**config.mk**
```make
export PLATFORM = sky130hd
export DESIGN_NAME = julia_escape_time_pixel_flat
export DESIGN_NICKNAME = d
export VERILOG_FILES = /design/src/design/jetp_pkg.sv /design/src/design/jetp_if.sv /design/src/design/julia_escape_time_pixel.sv /design/src/flat_wrapper.sv
export SDC_FILE = /design/constraint.sdc
export NUM_CORES = 2
export LEC_CHECK = 0
export ABC_AREA = 1
export BUFFER_PORTS_ARGS = -buffer_cell sky130_fd_sc_hd__buf_2
export CORE_ASPECT_RATIO = 1.4
export CORE_MARGIN = 1.5
export CORE_UTILIZATION = 55
export DETAILED_ROUTE_END_ITERATION = 6
export PLACE_DENSITY = 0.8
export SLEW_MARGIN = 20
export SYNTH_ARGS = -nofsm -noshare
export SYNTH_HDL_FRONTEND = slang
export SYNTH_SLANG_ARGS = --single-unit
```
**constraint.sdc**
```tcl
create_clock -name clock -period 10.05 [get_ports clock]
set_input_delay 1.005 -clock clock [delete_from_list [all_inputs] [get_ports clock]]
set_output_delay 1.005 -clock clock [all_outputs]
set_load 0.005 [all_outputs]
```
**src/design/jetp_pkg.sv**
```systemverilog
// ----------------------------------------------------------------------------
// jetp_pkg
// Types, constants and helpers for the Julia escape-time pixel evaluator.
// ----------------------------------------------------------------------------
package jetp_pkg;

   localparam int DEFAULT_FRACTION_BITS = 28;

   localparam int COORD_BITS = 10;
   localparam int COUNT_BITS = 16;
   localparam int WORD_BITS  = 32;
   localparam int STEP_BITS  = 31;
   localparam int PROD_BITS  = 64;

   localparam int CSR_INDEX_BITS = 3;

   typedef enum logic [CSR_INDEX_BITS-1:0] {
      CSR_ITERATION_LIMIT = 3'd0,
      CSR_PIXEL_STEP      = 3'd1,
      CSR_REAL_OFFSET     = 3'd2,
      CSR_IMAG_OFFSET     = 3'd3,
      CSR_CONST_REAL      = 3'd4,
      CSR_CONST_IMAG      = 3'd5,
      CSR_BASE_COLOUR     = 3'd6,
      CSR_COLOUR_MASK     = 3'd7
   } csr_index_type;

   localparam logic [COUNT_BITS-1:0]       RST_ITERATION_LIMIT = 16'd100;
   localparam logic [STEP_BITS-1:0]        RST_PIXEL_STEP      = 31'd894785;
   localparam logic signed [WORD_BITS-1:0] RST_REAL_OFFSET     = -32'sd402653184;
   localparam logic signed [WORD_BITS-1:0] RST_IMAG_OFFSET     = -32'sd375809638;
   localparam logic signed [WORD_BITS-1:0] RST_CONST_REAL      = -32'sd134217728;
   localparam logic signed [WORD_BITS-1:0] RST_CONST_IMAG      = 32'sd134217728;
   localparam logic [WORD_BITS-1:0]        RST_BASE_COLOUR     = 32'd16777215;
   localparam logic [WORD_BITS-1:0]        RST_COLOUR_MASK     = 32'd0;

   typedef enum logic [3:0] {
      ST_IDLE,
      ST_MAP_X,
      ST_MAP_Y,
      ST_LOAD_I,
      ST_SQ_R,
      ST_SQ_I,
      ST_CROSS,
      ST_UPDATE,
      ST_COLOUR,
      ST_FINISH
   } jetp_state_type;

   function automatic logic signed [WORD_BITS-1:0] sat32(input logic signed [PROD_BITS-1:0] v);
      logic signed [PROD_BITS-1:0] hi;
      logic signed [PROD_BITS-1:0] lo;
      hi = 64'sh0000_0000_7FFF_FFFF;
      lo = -64'sh0000_0000_8000_0000;
      if (v > hi) begin
         return hi[WORD_BITS-1:0];
      end else if (v < lo) begin
         return lo[WORD_BITS-1:0];
      end else begin
         return v[WORD_BITS-1:0];
      end
   endfunction

endpackage

```
**src/design/jetp_if.sv**
```systemverilog
// ----------------------------------------------------------------------------
// jetp_if
// Valid/ready channels carrying pixel requests and pixel results.
// ----------------------------------------------------------------------------
interface jetp_req_if;
   logic       valid;
   logic       ready;
   logic [9:0] pixel_x;
   logic [9:0] pixel_y;

   modport source (output valid, output pixel_x, output pixel_y, input ready);
   modport sink   (input valid, input pixel_x, input pixel_y, output ready);
endinterface

interface jetp_rsp_if;
   logic        valid;
   logic        ready;
   logic [9:0]  out_x;
   logic [9:0]  out_y;
   logic [31:0] pixel_colour;
   logic [15:0] iteration_count;

   modport source (output valid, output out_x, output out_y, output pixel_colour,
                   output iteration_count, input ready);
   modport sink   (input valid, input out_x, input out_y, input pixel_colour,
                   input iteration_count, output ready);
endinterface

```
**src/design/julia_escape_time_pixel.sv**
```systemverilog
// ----------------------------------------------------------------------------
// julia_escape_time_pixel
// Escape-time Julia set evaluator for one pixel per item, Q4.28 fixed point.
// ----------------------------------------------------------------------------
// One item at a time: the next item is accepted only once the previous result
// has been placed in the output register. A single 32x32 signed multiplier
// serves a small sequencer three times per iteration (zr*zr, zi*zi, zr*zi),
// followed by an update step; mapping and colouring reuse it.
// The result sits in an output register, so a stalled result consumer only
// holds the block once the next result is ready.
// ----------------------------------------------------------------------------
module julia_escape_time_pixel #(
   parameter int FRACTION_BITS = jetp_pkg::DEFAULT_FRACTION_BITS
) (
   input  logic                                clock,
   input  logic                                reset,
   jetp_req_if.sink                            req_item,
   jetp_rsp_if.source                          rsp_item,
   input  logic                                csr_wr_en,
   input  logic [jetp_pkg::CSR_INDEX_BITS-1:0] csr_index,
   input  logic [jetp_pkg::WORD_BITS-1:0]      csr_wr_data
);
   import jetp_pkg::*;

   localparam logic [PROD_BITS-1:0] ESCAPE_BOUND = 64'd1 << (2 * FRACTION_BITS + 2);

   jetp_state_type state_ff, state_in;

   logic [COUNT_BITS-1:0]       limit_ff;
   logic [STEP_BITS-1:0]        step_ff;
   logic signed [WORD_BITS-1:0] roff_ff;
   logic signed [WORD_BITS-1:0] ioff_ff;
   logic signed [WORD_BITS-1:0] cr_ff;
   logic signed [WORD_BITS-1:0] ci_ff;
   logic [WORD_BITS-1:0]        base_ff;
   logic [WORD_BITS-1:0]        mask_ff;

   logic [COORD_BITS-1:0]       px_ff, px_in;
   logic [COORD_BITS-1:0]       py_ff, py_in;
   logic signed [WORD_BITS-1:0] zr_ff, zr_in;
   logic signed [WORD_BITS-1:0] zi_ff, zi_in;
   logic [COUNT_BITS-1:0]       count_ff, count_in;
   logic signed [PROD_BITS-1:0] prod_ff, prod_in;
   logic signed [PROD_BITS-1:0] rr_ff, rr_in;
   logic signed [PROD_BITS-1:0] diff_ff, diff_in;
   logic                        esc_ff, esc_in;

   logic                        rsp_valid_ff, rsp_valid_in;
   logic [COORD_BITS-1:0]       rsp_x_ff, rsp_x_in;
   logic [COORD_BITS-1:0]       rsp_y_ff, rsp_y_in;
   logic [WORD_BITS-1:0]        rsp_colour_ff, rsp_colour_in;
   logic [COUNT_BITS-1:0]       rsp_count_ff, rsp_count_in;

   logic signed [WORD_BITS-1:0] op_a;
   logic signed [WORD_BITS-1:0] op_b;
   logic [PROD_BITS-1:0]        mag_sum;
   logic signed [PROD_BITS-1:0] re_full;
   logic signed [PROD_BITS-1:0] im_full;
   logic                        req_fire;
   logic                        rsp_free;

   assign req_fire = req_item.valid && req_item.ready;
   assign rsp_free = !rsp_valid_ff || rsp_item.ready;

   assign req_item.ready           = (state_ff == ST_IDLE);
   assign rsp_item.valid           = rsp_valid_ff;
   assign rsp_item.out_x           = rsp_x_ff;
   assign rsp_item.out_y           = rsp_y_ff;
   assign rsp_item.pixel_colour    = rsp_colour_ff;
   assign rsp_item.iteration_count = rsp_count_ff;

   assign mag_sum = unsigned'(rr_ff) + unsigned'(prod_ff);
   assign re_full = (diff_ff >>> FRACTION_BITS) + PROD_BITS'(cr_ff);
   assign im_full = (prod_ff >>> (FRACTION_BITS - 1)) + PROD_BITS'(ci_ff);

   always_comb begin
      state_in      = state_ff;
      px_in         = px_ff;
      py_in         = py_ff;
      zr_in         = zr_ff;
      zi_in         = zi_ff;
      count_in      = count_ff;
      rr_in         = rr_ff;
      diff_in       = diff_ff;
      esc_in        = esc_ff;
      rsp_valid_in  = rsp_valid_ff && !rsp_item.ready;
      rsp_x_in      = rsp_x_ff;
      rsp_y_in      = rsp_y_ff;
      rsp_colour_in = rsp_colour_ff;
      rsp_count_in  = rsp_count_ff;
      op_a          = zr_ff;
      op_b          = zr_ff;

      case (state_ff)
         ST_IDLE: begin
            if (req_fire) begin
               px_in    = req_item.pixel_x;
               py_in    = req_item.pixel_y;
               count_in = '0;
               state_in = ST_MAP_X;
            end
         end
         ST_MAP_X: begin
            op_a     = signed'({{(WORD_BITS-COORD_BITS){1'b0}}, px_ff});
            op_b     = signed'({1'b0, step_ff});
            state_in = ST_MAP_Y;
         end
         ST_MAP_Y: begin
            op_a     = signed'({{(WORD_BITS-COORD_BITS){1'b0}}, py_ff});
            op_b     = signed'({1'b0, step_ff});
            zr_in    = sat32(prod_ff + PROD_BITS'(roff_ff));
            state_in = ST_LOAD_I;
         end
         ST_LOAD_I: begin
            zi_in    = sat32(prod_ff + PROD_BITS'(ioff_ff));
            state_in = ST_SQ_I;
         end
         ST_SQ_R: begin
            state_in = ST_SQ_I;
         end
         ST_SQ_I: begin
            op_a     = zi_ff;
            op_b     = zi_ff;
            rr_in    = prod_ff;
            state_in = ST_CROSS;
         end
         ST_CROSS: begin
            op_a     = zr_ff;
            op_b     = zi_ff;
            diff_in  = rr_ff - prod_ff;
            esc_in   = (mag_sum >= ESCAPE_BOUND);
            state_in = ST_UPDATE;
         end
         ST_UPDATE: begin
            if (!esc_ff && (count_ff < limit_ff)) begin
               zr_in    = sat32(re_full);
               zi_in    = sat32(im_full);
               count_in = count_ff + 1'b1;
               state_in = ST_SQ_R;
            end else begin
               state_in = ST_COLOUR;
            end
         end
         ST_COLOUR: begin
            op_a     = signed'(~mask_ff);
            op_b     = signed'({{(WORD_BITS-COUNT_BITS){1'b0}}, count_ff});
            state_in = ST_FINISH;
         end
         ST_FINISH: begin
            op_a = signed'(~mask_ff);
            op_b = signed'({{(WORD_BITS-COUNT_BITS){1'b0}}, count_ff});
            if (rsp_free) begin
               rsp_valid_in  = 1'b1;
               rsp_x_in      = px_ff;
               rsp_y_in      = py_ff;
               rsp_count_in  = count_ff;
               rsp_colour_in = (count_ff == limit_ff) ? '0
                                                      : (base_ff & prod_ff[WORD_BITS-1:0]);
               state_in      = ST_IDLE;
            end
         end
         default: begin
            state_in = ST_IDLE;
         end
      endcase

      prod_in = op_a * op_b;
   end

   always_ff @(posedge clock) begin
      if (reset) begin
         state_ff     <= ST_IDLE;
         rsp_valid_ff <= 1'b0;
         limit_ff     <= RST_ITERATION_LIMIT;
         step_ff      <= RST_PIXEL_STEP;
         roff_ff      <= RST_REAL_OFFSET;
         ioff_ff      <= RST_IMAG_OFFSET;
         cr_ff        <= RST_CONST_REAL;
         ci_ff        <= RST_CONST_IMAG;
         base_ff      <= RST_BASE_COLOUR;
         mask_ff      <= RST_COLOUR_MASK;
      end else begin
         state_ff     <= state_in;
         rsp_valid_ff <= rsp_valid_in;
         if (csr_wr_en) begin
            case (csr_index_type'(csr_index))
               CSR_ITERATION_LIMIT: limit_ff <= csr_wr_data[COUNT_BITS-1:0];
               CSR_PIXEL_STEP:      step_ff  <= csr_wr_data[STEP_BITS-1:0];
               CSR_REAL_OFFSET:     roff_ff  <= signed'(csr_wr_data);
               CSR_IMAG_OFFSET:     ioff_ff  <= signed'(csr_wr_data);
               CSR_CONST_REAL:      cr_ff    <= signed'(csr_wr_data);
               CSR_CONST_IMAG:      ci_ff    <= signed'(csr_wr_data);
               CSR_BASE_COLOUR:     base_ff  <= csr_wr_data;
               CSR_COLOUR_MASK:     mask_ff  <= csr_wr_data;
               default: begin
               end
            endcase
         end
      end
   end

   always_ff @(posedge clock) begin
      px_ff         <= px_in;
      py_ff         <= py_in;
      zr_ff         <= zr_in;
      zi_ff         <= zi_in;
      count_ff      <= count_in;
      prod_ff       <= prod_in;
      rr_ff         <= rr_in;
      diff_ff       <= diff_in;
      esc_ff        <= esc_in;
      rsp_x_ff      <= rsp_x_in;
      rsp_y_ff      <= rsp_y_in;
      rsp_colour_ff <= rsp_colour_in;
      rsp_count_ff  <= rsp_count_in;
   end

endmodule
```
**src/flat_wrapper.sv**
```systemverilog
// flat-port wrapper written by rule: the top's interface ports become plain ports
module julia_escape_time_pixel_flat import jetp_pkg::*;
#(
   parameter int FRACTION_BITS = jetp_pkg::DEFAULT_FRACTION_BITS
)
  (clock, reset, csr_wr_en, csr_index, csr_wr_data, req_item_valid, req_item_pixel_x, req_item_pixel_y, req_item_ready, rsp_item_valid, rsp_item_out_x, rsp_item_out_y, rsp_item_pixel_colour, rsp_item_iteration_count, rsp_item_ready);
  jetp_req_if req_item_i ();
  jetp_rsp_if rsp_item_i ();
  input  logic clock;
  input  logic reset;
  input  logic csr_wr_en;
  input  logic [jetp_pkg::CSR_INDEX_BITS-1:0] csr_index;
  input  logic [jetp_pkg::WORD_BITS-1:0] csr_wr_data;
  input wire logic [$bits(req_item_i.valid)-1:0] req_item_valid;
  input wire logic [$bits(req_item_i.pixel_x)-1:0] req_item_pixel_x;
  input wire logic [$bits(req_item_i.pixel_y)-1:0] req_item_pixel_y;
  output wire logic [$bits(req_item_i.ready)-1:0] req_item_ready;
  output wire logic [$bits(rsp_item_i.valid)-1:0] rsp_item_valid;
  output wire logic [$bits(rsp_item_i.out_x)-1:0] rsp_item_out_x;
  output wire logic [$bits(rsp_item_i.out_y)-1:0] rsp_item_out_y;
  output wire logic [$bits(rsp_item_i.pixel_colour)-1:0] rsp_item_pixel_colour;
  output wire logic [$bits(rsp_item_i.iteration_count)-1:0] rsp_item_iteration_count;
  input wire logic [$bits(rsp_item_i.ready)-1:0] rsp_item_ready;
  assign req_item_i.valid = req_item_valid;
  assign req_item_i.pixel_x = req_item_pixel_x;
  assign req_item_i.pixel_y = req_item_pixel_y;
  assign req_item_ready = req_item_i.ready;
  assign rsp_item_valid = rsp_item_i.valid;
  assign rsp_item_out_x = rsp_item_i.out_x;
  assign rsp_item_out_y = rsp_item_i.out_y;
  assign rsp_item_pixel_colour = rsp_item_i.pixel_colour;
  assign rsp_item_iteration_count = rsp_item_i.iteration_count;
  assign rsp_item_i.ready = rsp_item_ready;
  julia_escape_time_pixel #(.FRACTION_BITS(FRACTION_BITS)) u_core (.clock(clock), .reset(reset), .req_item(req_item_i), .rsp_item(rsp_item_i), .csr_wr_en(csr_wr_en), .csr_index(csr_index), .csr_wr_data(csr_wr_data));
endmodule
```
==> out/metrics.csv <==
stage;metric;value;unit
yosys;Post-Syn Nets;12800;
yosys;most frequent cell after synthesis;nand2_1;
global_route;global-route wire length before repair;526000;um
sta;Slew Viols, Final;0;
global_route;gr ovfl total;0;
placed_design;RePlAce Congestion;1.14;
sta;Worst-Margin Slew;1.28;ns
yosys;Post-synth EDFFs;269;
sta;Final Hold Fails;0;
worst_setup_path;CP dominant cell by count;fa_1;
worst_setup_path;CP max-delay cell;fa_1;
worst_setup_path;reg-to-reg endpoint;u_core.prod_ff[62];
detailed_routing;Avg WL per Cell;27.5;um
min_path;WHS Endpoint;u_core.base_ff[24];
worst_setup_path;Worst Path Class, Setup;reg2reg;
worst_setup_path;FF-to-FF path depth;35;
yosys;#FFs+latches synth;577;
sta;period utilisation layout;0.995;
cts;Num CTS Buffers;67;
yosys;leading area contributor after synthesis;fa_1;
cells_and_area;layout net count;12900;
yosys;Yosys top cell area share;0.267;
sta;final setup fails;0;
detailed_routing;antenna violation net count after detailed routing;0;
sta;setup tns final;0;ns
worst_setup_path;FF-to-FF setup slack;0.05;ns
sta;fmax;100;MHz
die;Starting Density;0.555;
placed_design;post-DP HPWL;297000;um
cells_and_area;fraction of layout cells with a size suffix above 1;0.0583;
cts;CTS tree;built;
cts;worst skew pair latency;0.72;ns
min_path;hold path start;u_core.base_ff[24];
detailed_routing;Vias;78400;
die;Core Region;147000;um2
status;failing checks;DRC;
yosys;async set-or-reset flop fraction in the synthesized netlist;0;
yosys;synthesis warning total;0;
die;die area;150000;um2
flow_run;max-cap violation count;0;
status;status;finished, violations left;
sta;RSZ-0062 raised after global routing;true;
yosys;Distinct cells, synth;70;
sta;min cycle time layout;10.00;ns
detailed_routing;drt first pass iters;7;
worst_setup_path;Worst Setup End Kind;flip-flop;
cts;CTS max path bufs;3;
detailed_routing;DRC;3;
sta;skew final;0.0731;ns
die;Die Width;328;um
die;die height;458;um
cts;Hold Buf Count CTS;0;
worst_setup_path;RR Startpoint;u_core.state_ff[3];
cells_and_area;Area growth syn-to-layout;7.36;%
worst_setup_path;CP max stage delay;0.63;ns
yosys;Synth top cells by count;nand2_1, inv_1, nor2_1;
yosys;Mean Syn Cell Area;7.30;um2
min_path;Hold Crit Class;reg2reg;
worst_setup_path;Worst EP required;10.58;ns
yosys;Primary FF master, synth;dfxtp_1;
cts;clock net sink count;577;
cts;clock-pin slew on the worst setup and hold paths;0.06;ns
worst_setup_path;crit path launch type;flip-flop;
worst_setup_path;Critical Path Start;u_core.state_ff[3];
yosys;ranking of synthesized cells by area;fa_1, nand2_1, inv_1, edfxtp_1, ha_1;
cts;CTS root buf;clkbuf_16;
yosys;post-synthesis sequential area ratio;0.175;
placed_design;IO Port Bufs;129;
global_route;largest net degree at the start of global routing;100;
die;I/O Pins;130;
min_path;hold path depth;2;
global_route;GRT Total Usage;0.487;
global_route;initial antenna violation count;22;
detailed_routing;Total Wirelength;364000;um
cts;H-tree levels;3;
detailed_routing;1st-iter DRT viols;8329;
global_route;vias in the first global route;80600;
detailed_routing;vias per inst;5.92;
yosys;Mapped Cells;11200;
worst_setup_path;worst-path fanout max;34;
worst_setup_path;critical path arrival;10.54;ns
sta;Slew HR;0.141;
die;row cnt;166;
yosys;Mapped Area;81400;um2
==> flip-flops by register name (all words and copies together), names as in the netlist, 4 cells and up <==
name,count
u_core.base_ff,32
u_core.ci_ff,32
u_core.count_ff,16
u_core.cr_ff,32
u_core.diff_ff,36
u_core.ioff_ff,32
u_core.limit_ff,16
u_core.mask_ff,32
u_core.prod_ff,64
u_core.px_ff,10
u_core.py_ff,10
u_core.roff_ff,32
u_core.rr_ff,64
u_core.rsp_item.iteration_count,16
u_core.rsp_item.out_x,10
u_core.rsp_item.out_y,10
u_core.rsp_item.pixel_colour,32
u_core.state_ff,4
u_core.step_ff,31
u_core.zi_ff,32
u_core.zr_ff,32
==> routing by layer <==
layer | vias up | wire length (um) | GRT usage
met2 | 4920 | 165000 | 0.776
met1 | 37300 | 113000 | 0.493
met3 | 1996 | 33400 | 0.115
met4 | 10 | 53000 | 0.560
li1 | 34200 | - | -
met5 | - | 60 | 0
==> critical path: cells and delay by family, from the launching register on <==
| kind | cells | cell delay, ns |
|---|---|---|
| AOI/OAI and AO/OA | 9 | 2.11 |
| xor gates and xnor gates | 1 | 0.17 |
| adders and majority gates | 9 | 4.45 |
| buffers and inverters | 10 | 1.77 |
| DFF | 1 | 0.32 |
| and+or+nand+nor | 6 | 0.94 |
==> worst max-delay path by stage <==
stage | endpoint | slack (ns) | cells past startpoint
final | u_core.prod_ff[62] | 0.05 | 35
after global routing | u_core.prod_ff[56] | -0.05 | 41
after CTS | u_core.prod_ff[56] | 0.003 | 36
after detailed placement | u_core.prod_ff[61] | -0.06 | 30
after global placement | u_core.prod_ff[57] | -0.11 | 33
after floorplan | u_core.prod_ff[56] | 0.29 | 35
==> per-stage QoR <==
stage,setup WS (ns),hold slack [ns],utilization,cell area (um2),std cells
finish,0.0460,0.458,0.596,87400,13300
global placement,-0.115,0.438,0.578,84700,13100
global route,-0.0457,0.463,0.596,87400,13200
floorplan,0.290,0.427,-,81400,11200
detailed placement,-0.0567,0.447,0.578,84700,13100
CTS,0.00324,0.448,0.594,87100,13200
==> placed cells by master, fill, tap and decap left out, drive strengths merged, types with 8 or more instances in the layout <==
cell type / count
a211oi: 12
a21boi: 14
a21o: 32
a21oi: 525
a22oi: 8
a31oi: 51
and3: 16
buf: 349
clkbuf: 83
clkinv: 30
clkinvlp: 10
dfxtp: 308
diode: 24
edfxtp: 269
fa: 1087
ha: 526
inv: 2278
nand2: 2811
nand3: 296
nand3b: 10
nand4: 68
nor2: 1486
nor3: 109
nor4: 25
o2111ai: 10
o211ai: 47
o21a: 26
o21ai: 450
o21bai: 34
o221ai: 12
o22ai: 17
xnor2: 65
xor2: 183
==> final cells by class <==
type | instances | area [um2]
fill | 13600 | 59200
antenna | 24 | 60.1
multi-input combinational | 7960 | 57300
clock buffer | 83 | 1850
clock inverter | 41 | 586
sequential | 577 | 14200
inverter | 2284 | 8610
tap | 1932 | 2420
timing repair buffer | 349 | 2420
==> kinds of logic (layout without fill, tap and decap cells) <==
| group | count (synthesis) | after routing | synth area share |
|---|---|---|---|
| fa+ha+maj | 1613 | 1613 | 0.348 |
| xor+xnor | 248 | 248 | 0.0267 |
| flops | 577 | 577 | 0.175 |
| simple gates | 4837 | 4837 | 0.235 |
| compound gates | 1262 | 1262 | 0.0904 |
| other cells | 0 | 24 | 0 |
| buf+inv | 2617 | 2757 | 0.125 |
==> repair_timing <==
item	CTS	global route
endpoints found under the hold margin	0	0
resized for setup	3	26
endpoints found under the setup margin	5	25
cloned	0	0
pin swaps	0	1
setup buffers	0	13
Power is not shown: default switching activity piles up to over one toggle a cycle in this logic, so the estimate is an artifact.
